**src/bbsgd_pkg.sv**
```systemverilog
// Shared types, constants and arithmetic helpers of the bias SGD block.
// No dependencies; imported by the controller, datapath and top level.
package bbsgd_pkg;

    // Table depths and derived address widths
    localparam int unsigned USER_DEPTH = 65536;
    localparam int unsigned ITEM_DEPTH = 16384;
    localparam int          USER_AW    = $clog2(USER_DEPTH);
    localparam int          ITEM_AW    = $clog2(ITEM_DEPTH);
    localparam int unsigned CLR_DEPTH  = (USER_DEPTH > ITEM_DEPTH) ? USER_DEPTH : ITEM_DEPTH;
    localparam int          CLR_AW     = $clog2(CLR_DEPTH);

    // Reciprocals for index reduction, floor(2^32 / depth)
    localparam logic [31:0] USER_RECIP = 32'((64'd1 << 32) / USER_DEPTH);
    localparam logic [31:0] ITEM_RECIP = 32'((64'd1 << 32) / ITEM_DEPTH);

    // Field widths
    localparam int IDX_W   = 16;
    localparam int UIDX_W  = 16;
    localparam int IIDX_W  = 14;
    localparam int RATE_W  = 3;
    localparam int GM_W    = 15;
    localparam int COEF_W  = 16;
    localparam int BIAS_W  = 16;
    localparam int PRED_W  = 15;
    localparam int ERR_W   = 16;
    localparam int SQ_W    = 29;
    localparam int CFG_IDX_W  = 2;
    localparam int CFG_DATA_W = 16;

    // Internal arithmetic widths
    localparam int RED_W  = 21;             // holds any depth up to 2^20
    localparam int SUM_W  = 18;             // mean + two biases
    localparam int PROD_W = 35;             // Q7.28 products
    localparam int RND_W  = PROD_W - 16;    // product back in Q7.12
    localparam int DIFF_W = 20;             // error - decay
    localparam int NB_W   = 20;             // bias + delta before saturation

    // Register indexes and reset values
    localparam logic [CFG_IDX_W-1:0] CFG_GLOBAL_MEAN    = 2'd0;
    localparam logic [CFG_IDX_W-1:0] CFG_LEARN_RATE     = 2'd1;
    localparam logic [CFG_IDX_W-1:0] CFG_REGULARIZATION = 2'd2;

    localparam logic [GM_W-1:0]   GM_RESET    = 15'd14746;
    localparam logic [COEF_W-1:0] ALPHA_RESET = 16'd328;
    localparam logic [COEF_W-1:0] BETA_RESET  = 16'd131;

    // Prediction limits, 1.0 and 5.0 in Q4.12
    localparam logic signed [SUM_W-1:0] ONE_Q12  = 18'sd4096;
    localparam logic signed [SUM_W-1:0] FIVE_Q12 = 18'sd20480;
    localparam logic [SQ_W-1:0]         SQ_MAX   = 29'h1FFF_FFFF;

    typedef enum logic [2:0] {
        ST_CLEAR,
        ST_IDLE,
        ST_REDUCE,
        ST_READ,
        ST_PRED,
        ST_MUL1,
        ST_MUL2,
        ST_WRITE
    } t_state;

    typedef struct packed {
        logic clr_step;
        logic capture;
        logic reduce;
        logic read;
        logic predict;
        logic mul1;
        logic mul2;
        logic write;
        logic emit;
    } t_cmd;

    typedef struct packed {
        logic clr_last;
        logic predict_only;
    } t_stat;

    // Approximate quotient x / depth, low by at most one
    function automatic logic [IDX_W-1:0] f_quot(input logic [IDX_W-1:0] x,
                                                input logic [31:0] recip);
        logic [IDX_W+31:0] p;
        p = (IDX_W+32)'(x) * (IDX_W+32)'(recip);
        return p[IDX_W+31:32];
    endfunction

    // Remainder from the approximate quotient: one compare and subtract
    function automatic logic [RED_W-1:0] f_reduce(input logic [IDX_W-1:0] x,
                                                  input logic [IDX_W-1:0] q,
                                                  input int unsigned depth);
        logic [IDX_W+RED_W-1:0] qd;
        logic [RED_W-1:0]       r;
        qd = (IDX_W+RED_W)'(q) * (IDX_W+RED_W)'(depth);
        r  = RED_W'(x) - qd[RED_W-1:0];
        if (r >= RED_W'(depth)) begin
            r = r - RED_W'(depth);
        end
        return r;
    endfunction

    // floor((x + 2^15) / 2^16): halves round towards plus infinity
    function automatic logic signed [RND_W-1:0] f_round_q16(
        input logic signed [PROD_W-1:0] x);
        logic signed [PROD_W-1:0] t;
        t = x + PROD_W'(32768);
        return t[PROD_W-1:16];
    endfunction

    function automatic logic [BIAS_W-1:0] f_sat_bias(input logic signed [NB_W-1:0] v);
        logic [BIAS_W-1:0] r;
        if (v > NB_W'(32767)) begin
            r = 16'h7FFF;
        end else if (v < NB_W'(-32768)) begin
            r = 16'h8000;
        end else begin
            r = v[BIAS_W-1:0];
        end
        return r;
    endfunction

endpackage

```
**src/bbsgd_ctrl.sv**
```systemverilog
// Sequencer of the bias SGD block: clearing pass, then one rating at a time.
// Depends on bbsgd_pkg (state type, command and status structs).
module bbsgd_ctrl import bbsgd_pkg::*; (
    input  logic  i_clk,
    input  logic  i_rst_n,
    input  logic  i_start,
    input  t_stat i_stat,
    output t_cmd  o_cmd,
    output logic  o_busy
);

    t_state r_state;
    t_state n_state;

    always_ff @(posedge i_clk) begin
        if (!i_rst_n) begin
            r_state <= ST_CLEAR;
        end else begin
            r_state <= n_state;
        end
    end

    always_comb begin
        n_state = r_state;
        o_cmd   = '0;
        unique case (r_state)
            ST_CLEAR: begin
                o_cmd.clr_step = 1'b1;
                if (i_stat.clr_last) begin
                    n_state = ST_IDLE;
                end
            end
            ST_IDLE: begin
                if (i_start && i_rst_n) begin
                    o_cmd.capture = 1'b1;
                    n_state       = ST_REDUCE;
                end
            end
            ST_REDUCE: begin
                o_cmd.reduce = 1'b1;
                n_state      = ST_READ;
            end
            ST_READ: begin
                o_cmd.read = 1'b1;
                n_state    = ST_PRED;
            end
            ST_PRED: begin
                o_cmd.predict = 1'b1;
                n_state       = ST_MUL1;
            end
            ST_MUL1: begin
                o_cmd.mul1 = 1'b1;
                o_cmd.emit = 1'b1;
                // predict-only words end here
                n_state = i_stat.predict_only ? ST_IDLE : ST_MUL2;
            end
            ST_MUL2: begin
                o_cmd.mul2 = 1'b1;
                n_state    = ST_WRITE;
            end
            ST_WRITE: begin
                o_cmd.write = 1'b1;
                n_state     = ST_IDLE;
            end
        endcase
    end

    assign o_busy = (r_state != ST_IDLE) || !i_rst_n;

endmodule

```
**config.mk**
```make
export PLATFORM = sky130hd
export DESIGN_NAME = bbsgd_ctrl
export DESIGN_NICKNAME = d
export VERILOG_FILES = /design/src/bbsgd_pkg.sv /design/src/bbsgd_ctrl.sv
export SDC_FILE = /design/constraint.sdc
export NUM_CORES = 1
export LEC_CHECK = 0
export BUFFER_PORTS_ARGS = -buffer_cell sky130_fd_sc_hd__buf_2
export CAP_MARGIN = 20
export CORE_AREA = 2 2 39 41
export CTS_CLUSTER_SIZE = 8
export DETAILED_ROUTE_END_ITERATION = 8
export DIE_AREA = 0 0 41 43
export GPL_TIMING_DRIVEN = 1
export PLACE_DENSITY = 0.45
export SYNTH_ARGS = -nofsm -noshare
export SYNTH_HDL_FRONTEND = slang
export SYNTH_SLANG_ARGS = --single-unit
```
**constraint.sdc**
```tcl
create_clock -name i_clk -period 1.3 [get_ports i_clk]
set_clock_uncertainty 0.05 [all_clocks]
set_input_delay 0.26 -clock i_clk [delete_from_list [all_inputs] [get_ports i_clk]]
set_output_delay 0.26 -clock i_clk [all_outputs]
set_load 0.03 [all_outputs]
```
==> key figures, run 1 <==
Run status
  • Result of the run: complete, but fails checks
  • Failing checks: setup timing

Timing
  • Crit path time final: 1390 ps
  • Share of the clock period used by the worst path after layout: 107%
  • Worst Hold Slack: 234 ps
  • Final number of max-transition violations: 0
  • Setup ws final: -85.0 ps
  • Accumulated negative setup slack: -398 ps
  • Headroom to the max-slew limit: 82.1%
  • Final setup violation count: 9
  • Least-Margin Pin Slew: 265 ps
  • Number of failing hold endpoints at the final stage: 0
  • Fmax: 722 MHz
  • Unrepaired setup endpoints after global routing: yes

Global route
  • Global Route Usage Sum: 9.02%
  • GR Overflow Total: 0
  • Via count of the first global-routing pass: 259
  • Global-route wire length before repair: 1010 microns
  • Largest net degree at the start of global routing: 14
  • Initial antenna violation count: 0

Place
  • Quantity of I/O buffers inserted on ports: 14
  • Final weighted congestion of routability-driven global placement: 0.619
  • Post-DP HPWL: 443 microns
  • Total placed cells including tap cells: 60

CTS
  • Buffer levels on the longest clock path: 2
  • Number of levels in the clock H-tree: 1
  • CTS buffer count: 3
  • Clock transition at the register clock pins on the worst setup and hold paths after CTS: 40 ps
  • Clock tree from TritonCTS: built
  • Clk_lat worst skew: 230 ps
  • Root cell of the clock tree: clkbuf_4
  • Number of clock sinks: 3

Layout
  • N_diodes: 0
  • Multi-input logic area: 190 sq um
  • Biggest register: r_state
  • Sequential cell area: 68.8 sq um
  • Area overhead of the layout relative to synthesis: 82.6%
  • Layout fillers: 149
  • Max FFs per register: 3
  • Largest registers ranked by flip-flop count: r_state: 3 flops
  • Final nets: 56
  • Layout Cells excl Fill: 66
  • Share of final-layout standard cells stronger than drive strength 1: 74.0%

Yosys
  • Count of distinct cell types in the synthesized netlist: 22
  • Warnings from Yosys: 0
  • Number of synthesized register bits: 3
  • Seq/Total Area, Yosys: 23.2%
  • Area of the mapped netlist: 259 sq um
  • Top cells by count, synth: buf_4, dfxtp_1
  • Main flop type after synthesis: dfxtp_1
  • Number of enable flip-flop cells after synthesis: 0
  • Fraction of registers with async set or reset after synthesis: 0%
  • Leading area contributor after synthesis: dfxtp_1
  • Synthesized netlist net count: 35
  • Share of the synthesized area in the top cell type: 23.2%
  • Syn_area_per_cell: 8.63 sq um
  • Main area contributors after synthesis: dfxtp_1, buf_4, and3b_1, o41ai_2, nor3b_1
  • Cell count after synthesis: 30

Critical path
  • Crit path largest cell delay: 340 ps
  • Worst Setup Path Type: reg -> out
  • Worst path bufs/invs: 1
  • Crit path cell chain: nor2b_4 -> nand3b_1 -> nor2_2 -> buf_6
  • Cell type of the slowest stage on the worst timing path: dfxtp_2
  • Data arrival time at the worst-slack endpoint: 1080 ps
  • Required time of the critical path: 990 ps
  • Cell family with the largest share of critical-path delay: simple AND/OR/NAND/NOR gates
  • Largest fanout on the critical path: 3
  • Endpoint type of the worst setup path: output port
  • Worst setup SP type: flop

Floorplanning
  • Number of standard-cell rows in the floorplan: 14
  • Die footprint: 0.00176 sq mm
  • Total core area: 0.00138 sq mm
  • Number of top-level design ports: 15
  • Die width: 41 microns
  • Initial standard-cell utilization of the core: 18.7%
  • Die Span Y: 43 microns

Hold path
  • Worst min path class: in -> reg

Route
  • Wire per inst: 9.56 microns
  • Drt drc: 0
  • Antenna-violating nets left: 0
  • Routed via count divided by cell count: 4.32
  • Vias: 285
  • Detailed-route wire length: 631 microns
  • Detailed Routing Iterations Pass 1: 3
  • DRC violation total after the first TritonRoute iteration: 2

Power
  • Power density normalized to cell area: 891 mW/mm^2
  • Max rail drop VDD: 354 uV
  • LEAKAGE: 0.224 nW

Job
  • Max-cap viol count: 0
layer usage:
metal  track usage, %  wire, microns  vias to the layer above
li1                 -              -                      143
met1             8.31            241                      134
met2             13.4            354                        8
met3             4.71             35                        0
met4             8.00              0                        0
met5                0              0                        -
cells in the final DEF (no fill, tap or decap):
master,netlist,routed
buf_4,3,8
buf_6,1,7
buf_2,0,5
nor2_2,1,3
clkbuf_4,0,3
and3b_1,2,2
nor3b_2,0,2
dfxtp_4,0,2
nor2b_4,0,1
and2_2,0,1
nand2_1,1,1
nand3b_1,1,1
inv_1,1,1
and3_1,1,1
nor3_2,0,1
o21ai_1,1,1
and2_1,2,1
o21a_1,1,1
mux2i_1,1,1
a31o_1,1,1
or3b_1,1,1
o21ai_2,1,1
o41ai_2,1,1
a21oi_2,1,1
clkbuf_1,0,1
dfxtp_2,0,1
logic make-up (layout without fill, tap and decap cells):
kind of cell	count (synthesis)	in the layout	share of synthesized area (%)
multiplexers	1	1	3.86
AO/OA/AOI/OAI	6	6	21.3
AND/OR/NAND/NOR	15	15	37.2
flip-flops	3	3	23.2
buffers and inverters	5	25	14.5
worst paths after layout:
check                           startpoint  slack [ps]  depth (start not counted)    endpoint
worst max register to register  r_state[1]         110                          4  r_state[0]
worst min register to register  r_state[2]         580                          2  r_state[0]
worst min-delay path               i_rst_n         230                          3  r_state[0]
worst max-delay path            r_state[0]         -90                          4    o_cmd[7]
power breakdown:
part,switching (mW),total (mW),internal [mW]
clock,0.0518,0.167,0.115
combinational,0.0719,0.142,0.0705
sequential,0.0126,0.112,0.0993
total,0.136,0.421,0.285
stage by stage:
stage / cell area, sq um / utilization (%) / power [mW] / setup WS (ps)
after floorplan: 268 / - / 0.194 / -231
after global placement: 354 / 25.6 / 0.226 / 17.6
after detailed placement: 354 / 25.6 / 0.226 / -9.13
after CTS: 458 / 33.1 / 0.428 / -99.5
after global routing: 473 / 34.2 / 0.450 / -147
final: 473 / 34.2 / 0.421 / -85.0
layout make-up:
type                    count  share of cell area [%]
clock buffers               4                    5.56
multi-input cells          22                    40.2
repair buffers             20                    34.7
inverters                   1                   0.794
flip-flops and latches      3                    14.6
well taps                  16                    4.23
tightest hold or removal path, stage by stage:
cell	delay, ps
buf_2	130
o41ai_2	60
a21oi_2	30
timing repair:
action | in CTS | in global routing
gates resized for setup | 22 | 4
setup endpoints to repair | 10 | 10
gates cloned | 0 | 0
buffers inserted | 2 | 0
pin swaps | 0 | 1
hold buffers | 0 | 0
(Power assumes the default switching activity.)
==> inputs of run 2 (changes only) <==
Settings changed: ABC_AREA from default to 1, PLACE_DENSITY 0.45 to 0.44.
==> run 2 against run 1 <==
Against the previous run: the flow still finishes with violations (setup timing); critical endpoint unchanged; non-clock buffer count down 2; clock power about the same; largest cell class unchanged; synthesized cell count up 47%; highest routed layer unchanged; largest power group unchanged; wire length up 21%; count of clock-buffer cells in the layout unchanged; die area unchanged; worst setup slack better by 16 ps.
==> key figures, run 2 <==
Yosys
  • Syn_area_per_cell: 5.66 sq um (-34%)
  • Area of the mapped netlist: 249 sq um (-3.9%)
  • Fraction of registers with async set or reset after synthesis: 0% (unchanged)
  • Leading area contributor after synthesis: dfxtp_1
  • Top cells by count, synth: inv_1, nand2_1, nor2_1
  • Main flop type after synthesis: dfxtp_1
  • Number of enable flip-flop cells after synthesis: 0 (unchanged)
  • Main area contributors after synthesis: dfxtp_1, inv_1, nand2_1, nor2_1, nand3_1
  • Seq/Total Area, Yosys: 24.1% (+0.93 points)
  • Share of the synthesized area in the top cell type: 24.1% (+0.93 points)
  • Synthesized netlist net count: 49 (+40%)
  • Number of synthesized register bits: 3 (unchanged)
  • Count of distinct cell types in the synthesized netlist: 14 (-36%)
  • Most instantiated library cell after synthesis: inv_1
  • Warnings from Yosys: 0 (unchanged)
  • Cell count after synthesis: 44 (+47%)

Timing
  • Least-Margin Pin Slew: 207 ps (-58.2 ps)
  • Unrepaired setup endpoints after global routing: yes
  • Share of the clock period used by the worst path after layout: 105% (-1.2 points)
  • Final number of max-transition violations: 0 (unchanged)
  • Worst Hold Slack: 237 ps (+2.79 ps)
  • Headroom to the max-slew limit: 86.1% (+4.0 points)
  • Fmax: 731 MHz (+1.2%)
  • Number of failing hold endpoints at the final stage: 0 (unchanged)
  • Final setup violation count: 9 (unchanged)
  • Crit path time final: 1370 ps (-16.2 ps)
  • Setup ws final: -68.8 ps (+16.2 ps)

Route
  • Drt drc: 0 (unchanged)
  • DRC violation total after the first TritonRoute iteration: 0 (-2)
  • Wire per inst: 9.54 microns (-0.24%)
  • Routed via count divided by cell count: 4.10 (-5.1%)
  • Detailed-route wire length: 763 microns (+21%)
  • Antenna-violating nets left: 0 (unchanged)
  • Vias: 328 (+15%)
  • Detailed Routing Iterations Pass 1: 1 (-2)

Layout
  • Area overhead of the layout relative to synthesis: 102%
  • Layout Cells excl Fill: 80 (+21%)
  • Final nets: 70 (+25%)
  • Commonest cells after routing, fill and taps aside: buf_6, nor2_1, inv_1
  • Layout fillers: 139 (-6.7%)
  • Share of final-layout standard cells stronger than drive strength 1: 53.1% (-21 points)
  • Most common cell after layout, fill and taps aside: buf_6
  • Largest registers ranked by flip-flop count: r_state: 3 flops
  • N_diodes: 0 (unchanged)
  • Max FFs per register: 3 (unchanged)
  • Biggest register: r_state

CTS
  • Clock transition at the register clock pins on the worst setup and hold paths after CTS: 40 ps (about the same)
  • Clk_lat worst skew: 230 ps (about the same)
  • Post-CTS Hold Buffers: 0 (unchanged)
  • Number of levels in the clock H-tree: 1 (unchanged)
  • Clock tree from TritonCTS: built
  • CTS buffer count: 3 (unchanged)
  • Buffer levels on the longest clock path: 2 (unchanged)
  • Root cell of the clock tree: clkbuf_4
  • Number of clock sinks: 3 (unchanged)

Place
  • Post-DP HPWL: 555 microns (+25%)
  • Quantity of I/O buffers inserted on ports: 14 (unchanged)
  • Placement-stage worst setup slack: 55.0 ps (+64.1 ps)
  • Total placed cells including tap cells: 74 (+23%)
  • Final weighted congestion of routability-driven global placement: 0.740 (+20%)

Global route
  • GR Overflow Total: 0 (unchanged)
  • Via count of the first global-routing pass: 269 (+3.9%)
  • Initial antenna violation count: 0 (unchanged)
  • Global Route Usage Sum: 10.3% (+1.3 points)
  • Global-route wire length before repair: 1170 microns (+16%)
  • Largest net degree at the start of global routing: 8 (-6)

Run status
  • Result of the run: complete, but fails checks
  • Failing checks: setup timing

Floorplanning
  • Number of top-level design ports: 15 (unchanged)
  • Number of standard-cell rows in the floorplan: 14 (unchanged)
  • Die Span Y: 43 microns (unchanged)
  • Total core area: 0.00138 sq mm (unchanged)
  • Die width: 41 microns (unchanged)
  • Die footprint: 0.00176 sq mm (unchanged)
  • Initial standard-cell utilization of the core: 18.0% (-0.72 points)

Power
  • Power density normalized to cell area: 807 mW/mm^2 (-9.4%)
  • LEAKAGE: 0.260 nW (+16%)
  • Sum of internal, switching and leakage power: 406 uW (-3.7%)
  • Max rail drop VDD: 493 uV (+39%)

Job
  • Max-cap viol count: 0 (unchanged)

Critical path
  • Worst Setup Path Type: reg -> out
  • Register-to-register setup slack: 250 ps (+140 ps)
  • Data arrival time at the worst-slack endpoint: 1060 ps (-20 ps)
  • Endpoint type of the worst setup path: output port
  • Largest fanout on the critical path: 4 (+1)
  • Required time of the critical path: 990 ps (about the same)
  • R2R depth: 5 (+1)
  • Worst setup SP type: flop

Hold path
  • Hold-critical path depth: 3 (unchanged)
  • Worst min path class: in -> reg
-- run 2: critical path, cell delays in order (launching register included) --
cell,delay (ps)
dfxtp_4,380
inv_4,60
nor4_4,210
buf_6,160
-- run 2: logic make-up (layout without fill, tap and decap cells) --
kind of cell           count (synthesis)  after routing  share of synthesized area [%]
AO/OA/AOI/OAI                          1              1                           2.01
flip-flops                             3              3                           24.1
buffers and inverters                 13             33                           24.1
AND/OR/NAND/NOR                       27             27                           49.8
-- run 2: metal layers --
layer	GRT usage, %	up-vias	share of wire (%)	routed length, microns
li1	-	176	-	-
met1	13.2	141	43	327
met2	13.8	11	50	381
met3	6.28	0	7.1	54
met4	4.00	0	0	0
met5	0	-	0	0
-- run 2: layout make-up --
type / count / area (sq um) / area share [%]
clock buffers: 4 / 26.3 / 5.22
multi-input cells: 28 / 178 / 35.3
inverters: 11 / 48.8 / 9.70
repair buffers: 18 / 159 / 31.6
flip-flops and latches: 3 / 71.3 / 14.2
well taps: 16 / 20.0 / 3.98
-- run 2: where the power goes --
group | leakage (nW) | switching, mW | internal, mW | total, mW
Combinational | 0.219 | 0.0719 | 0.0623 | 0.134
Sequential | 0.0267 | 0.0127 | 0.0953 | 0.108
Clock | 0.0150 | 0.0487 | 0.115 | 0.164
-- run 2: path summary, 6_finish.rpt --
| kind | startpoint | endpoint |
|---|---|---|
| setup / recovery | r_state[0] | o_cmd[7] |
| hold / removal | i_rst_n | r_state[0] |
| setup reg to reg | r_state[0] | r_state[2] |
| hold reg to reg | r_state[1] | r_state[1] |
-- run 2: timing repair --
item	in CTS	in global routing
pin swaps	2	0
buffers inserted	0	2
setup endpoints to repair	10	10
cloned	0	0
resized for setup	27	10
-- run 2: stage by stage --
step                      setup TNS, ps  util, %  instance area (sq um)
after global placement                0     25.3                    350
after floorplan                    -102        -                    264
after CTS                          -365     32.4                    448
final                              -213     36.3                    503
after global routing               -788     36.3                    503
after detailed placement              0     25.3                    350
==> inputs of run 3 (changes only) <==
Settings changed: ABC_AREA 1 to default, PLACE_DENSITY 0.44 to 0.45, SKIP_CTS_REPAIR_TIMING from default to 1.
==> run 3 against run 2 <==
Against the previous run: the flow still finishes with violations (setup timing); sequential share of layout area grew 0.070 points; hold slack worse by 4.9 ps; first-iteration DRC count is 1 higher; count of clock-buffer cells in the layout unchanged; wire length is 14% lower; clock power grew 2%; core utilization decreased by 1.4 points; non-clock buffer count grew 4; worst setup slack lost 23 ps; maximum frequency fell by 1.6%; largest cell class unchanged; largest power group unchanged.
==> key figures, run 3 (synthesis gave the netlist of run 1 again) <==
Route
  • Detailed Routing Iterations Pass 1: 2 (+1)
  • Wire per inst: 9.62 microns (+0.84%)
  • Drt drc: 0 (unchanged)
  • DRC violation total after the first TritonRoute iteration: 1 (+1)
  • Vias: 291 (-11%)
  • Routed via count divided by cell count: 4.28 (+4.4%)
  • Antenna-violating nets left: 0 (unchanged)
  • Detailed-route wire length: 654 microns (-14%)

Global route
  • GR Overflow Total: 0 (unchanged)
  • Initial antenna violation count: 0 (unchanged)
  • Global-route wire length before repair: 876 microns (-25%)
  • Met2 demand-to-capacity share in global routing: 11.9% (-1.9 points)
  • Via count of the first global-routing pass: 237 (-12%)
  • Largest net degree at the start of global routing: 14 (+6)
  • Met1 Resource Use GR: 6.71% (-6.5 points)
  • Met3 track utilization from global routing: 4.71% (-1.6 points)
  • Layer with the highest usage after global routing: met2
  • Global Route Usage Sum: 8.02% (-2.3 points)

Timing
  • Worst Hold Slack: 232 ps (-4.91 ps)
  • Final number of max-transition violations: 0 (unchanged)
  • Headroom to the max-slew limit: 82.2% (-3.9 points)
  • Least-Margin Pin Slew: 265 ps (+57.7 ps)
  • Number of failing hold endpoints at the final stage: 0 (unchanged)
  • Unrepaired setup endpoints after global routing: yes
  • Share of the clock period used by the worst path after layout: 107% (+1.7 points)
  • Final setup violation count: 9 (unchanged)
  • Crit path time final: 1390 ps (+22.6 ps)
  • Setup ws final: -91.4 ps (-22.6 ps)
  • Fmax: 719 MHz (-1.6%)

Critical path
  • Cell type of the slowest stage on the worst timing path: dfxtp_4
  • Cell family with the largest share of critical-path delay: flip-flops
  • Required time of the critical path: 990 ps (about the same)
  • Crit path largest cell delay: 360 ps (-20 ps)
  • Largest fanout on the critical path: 8 (+4)
  • Reg-to-Reg Start: r_state[0]
  • Worst path bufs/invs: 2 (unchanged)
  • Endpoint type of the worst setup path: output port
  • Cell repeated most along the worst path: buf_4
  • Worst Setup Path Type: reg -> out
  • Crit path cell chain: buf_4 -> nor3_1 -> buf_4
  • Worst setup SP type: flop
  • Crit. Startpoint: r_state[1]
  • Data arrival time at the worst-slack endpoint: 1080 ps (+20 ps)

CTS
  • Clk_lat worst skew: 230 ps (about the same)
  • CTS buffer count: 3 (unchanged)
  • Clock tree from TritonCTS: built
  • Root cell of the clock tree: clkbuf_4
  • Number of levels in the clock H-tree: 1 (unchanged)
  • Buffer levels on the longest clock path: 2 (unchanged)
  • Clock transition at the register clock pins on the worst setup and hold paths after CTS: 40 ps (about the same)
  • Number of clock sinks: 3 (unchanged)

Power
  • LEAKAGE: 0.233 nW (-10%)
  • Max rail drop VDD: 326 uV (-34%)
  • Power density normalized to cell area: 889 mW/mm^2 (+10%)
  • Sum of internal, switching and leakage power: 429 uW (+5.8%)

Place
  • Quantity of I/O buffers inserted on ports: 14 (unchanged)
  • Final weighted congestion of routability-driven global placement: 0.619 (-16%)
  • Placement-stage worst setup slack: -9.13 ps (-64.1 ps)
  • Total placed cells including tap cells: 60 (-19%)
  • Post-DP HPWL: 443 microns (-20%)

Layout
  • Max FFs per register: 3 (unchanged)
  • Layout fillers: 150 (+7.9%)
  • Final core utilization: 34.9% (-1.4 points)
  • Biggest register: r_state
  • Layout Cells excl Fill: 68 (-15%)
  • Final nets: 58 (-17%)
  • Most common cell after layout, fill and taps aside: buf_4
  • Largest registers ranked by flip-flop count: r_state: 3 flops
  • Commonest cells after routing, fill and taps aside: buf_4, buf_6, buf_2
  • Area overhead of the layout relative to synthesis: 86.5%
  • N_diodes: 0 (unchanged)
  • Share of final-layout standard cells stronger than drive strength 1: 73.1% (+20 points)

Floorplanning
  • Initial standard-cell utilization of the core: 18.7% (+0.72 points)
  • Die width: 41 microns (unchanged)
  • Die footprint: 0.00176 sq mm (unchanged)
  • Total core area: 0.00138 sq mm (unchanged)
  • Number of standard-cell rows in the floorplan: 14 (unchanged)
  • Die Span Y: 43 microns (unchanged)
  • Number of top-level design ports: 15 (unchanged)

Run status
  • Failing checks: setup timing
  • Result of the run: complete, but fails checks

Hold path
  • Start point of the worst min-delay path: i_rst_n
  • Worst min path class: in -> reg

Job
  • Max-cap viol count: 0 (unchanged)
run 3: changes by cell type in the layout (fill, tap and decap cells not counted), sizes merged, moves of 2 or more:
| cell | change |
|---|---|
| inv | -10 |
| nand2 | -7 |
| nand3 | -5 |
| nor2 | -5 |
| buf | +4 |
| and2 | +2 |
| and3b | +2 |
| nand4 | -2 |
| nor3b | +2 |
run 3: final timing paths:
| check | cells after the start | to | slack (ps) |
|---|---|---|---|
| min | 3 | r_state[0] | 230 |
| min reg2reg | 2 | r_state[0] | 580 |
| max reg2reg | 5 | r_state[0] | 30 |
| max | 3 | o_cmd[8] | -90 |
run 3: power breakdown:
group	total, mW	internal [mW]	switching, mW
Sequential	0.112	0.0992	0.0127
Combinational	0.150	0.0765	0.0732
Clock	0.168	0.115	0.0524
Total	0.429	0.291	0.138
run 3: metrics by stage:
stage	TNS, ps	area, sq um
3_5_place_dp	-9.13	354
3_3_place_gp	0	354
5_1_grt	-1010	483
4_1_cts	-2150	380
6_report	-430	483
2_1_floorplan	-614	268
run 3: per-layer routing:
layer	vias to the layer above	share of wire, %
met5	-	0
met2	8	56
met3	0	5.4
met1	137	39
met4	0	0
li1	146	-
run 3: area by class of cell:
| class | instances | area (sq um) | share of cell area (%) |
|---|---|---|---|
| Clock buffer | 4 | 26.3 | 5.44 |
| Timing Repair Buffer | 22 | 179 | 37.0 |
| Tap cell | 16 | 20.0 | 4.15 |
| Sequential cell | 3 | 68.8 | 14.2 |
| Multi-Input combinational cell | 22 | 185 | 38.3 |
| Inverter | 1 | 3.75 | 0.777 |
run 3: tightest hold or removal path: stages:
cell     delay [ps]
buf_2           130
o41ai_2          60
a21oi_2          30
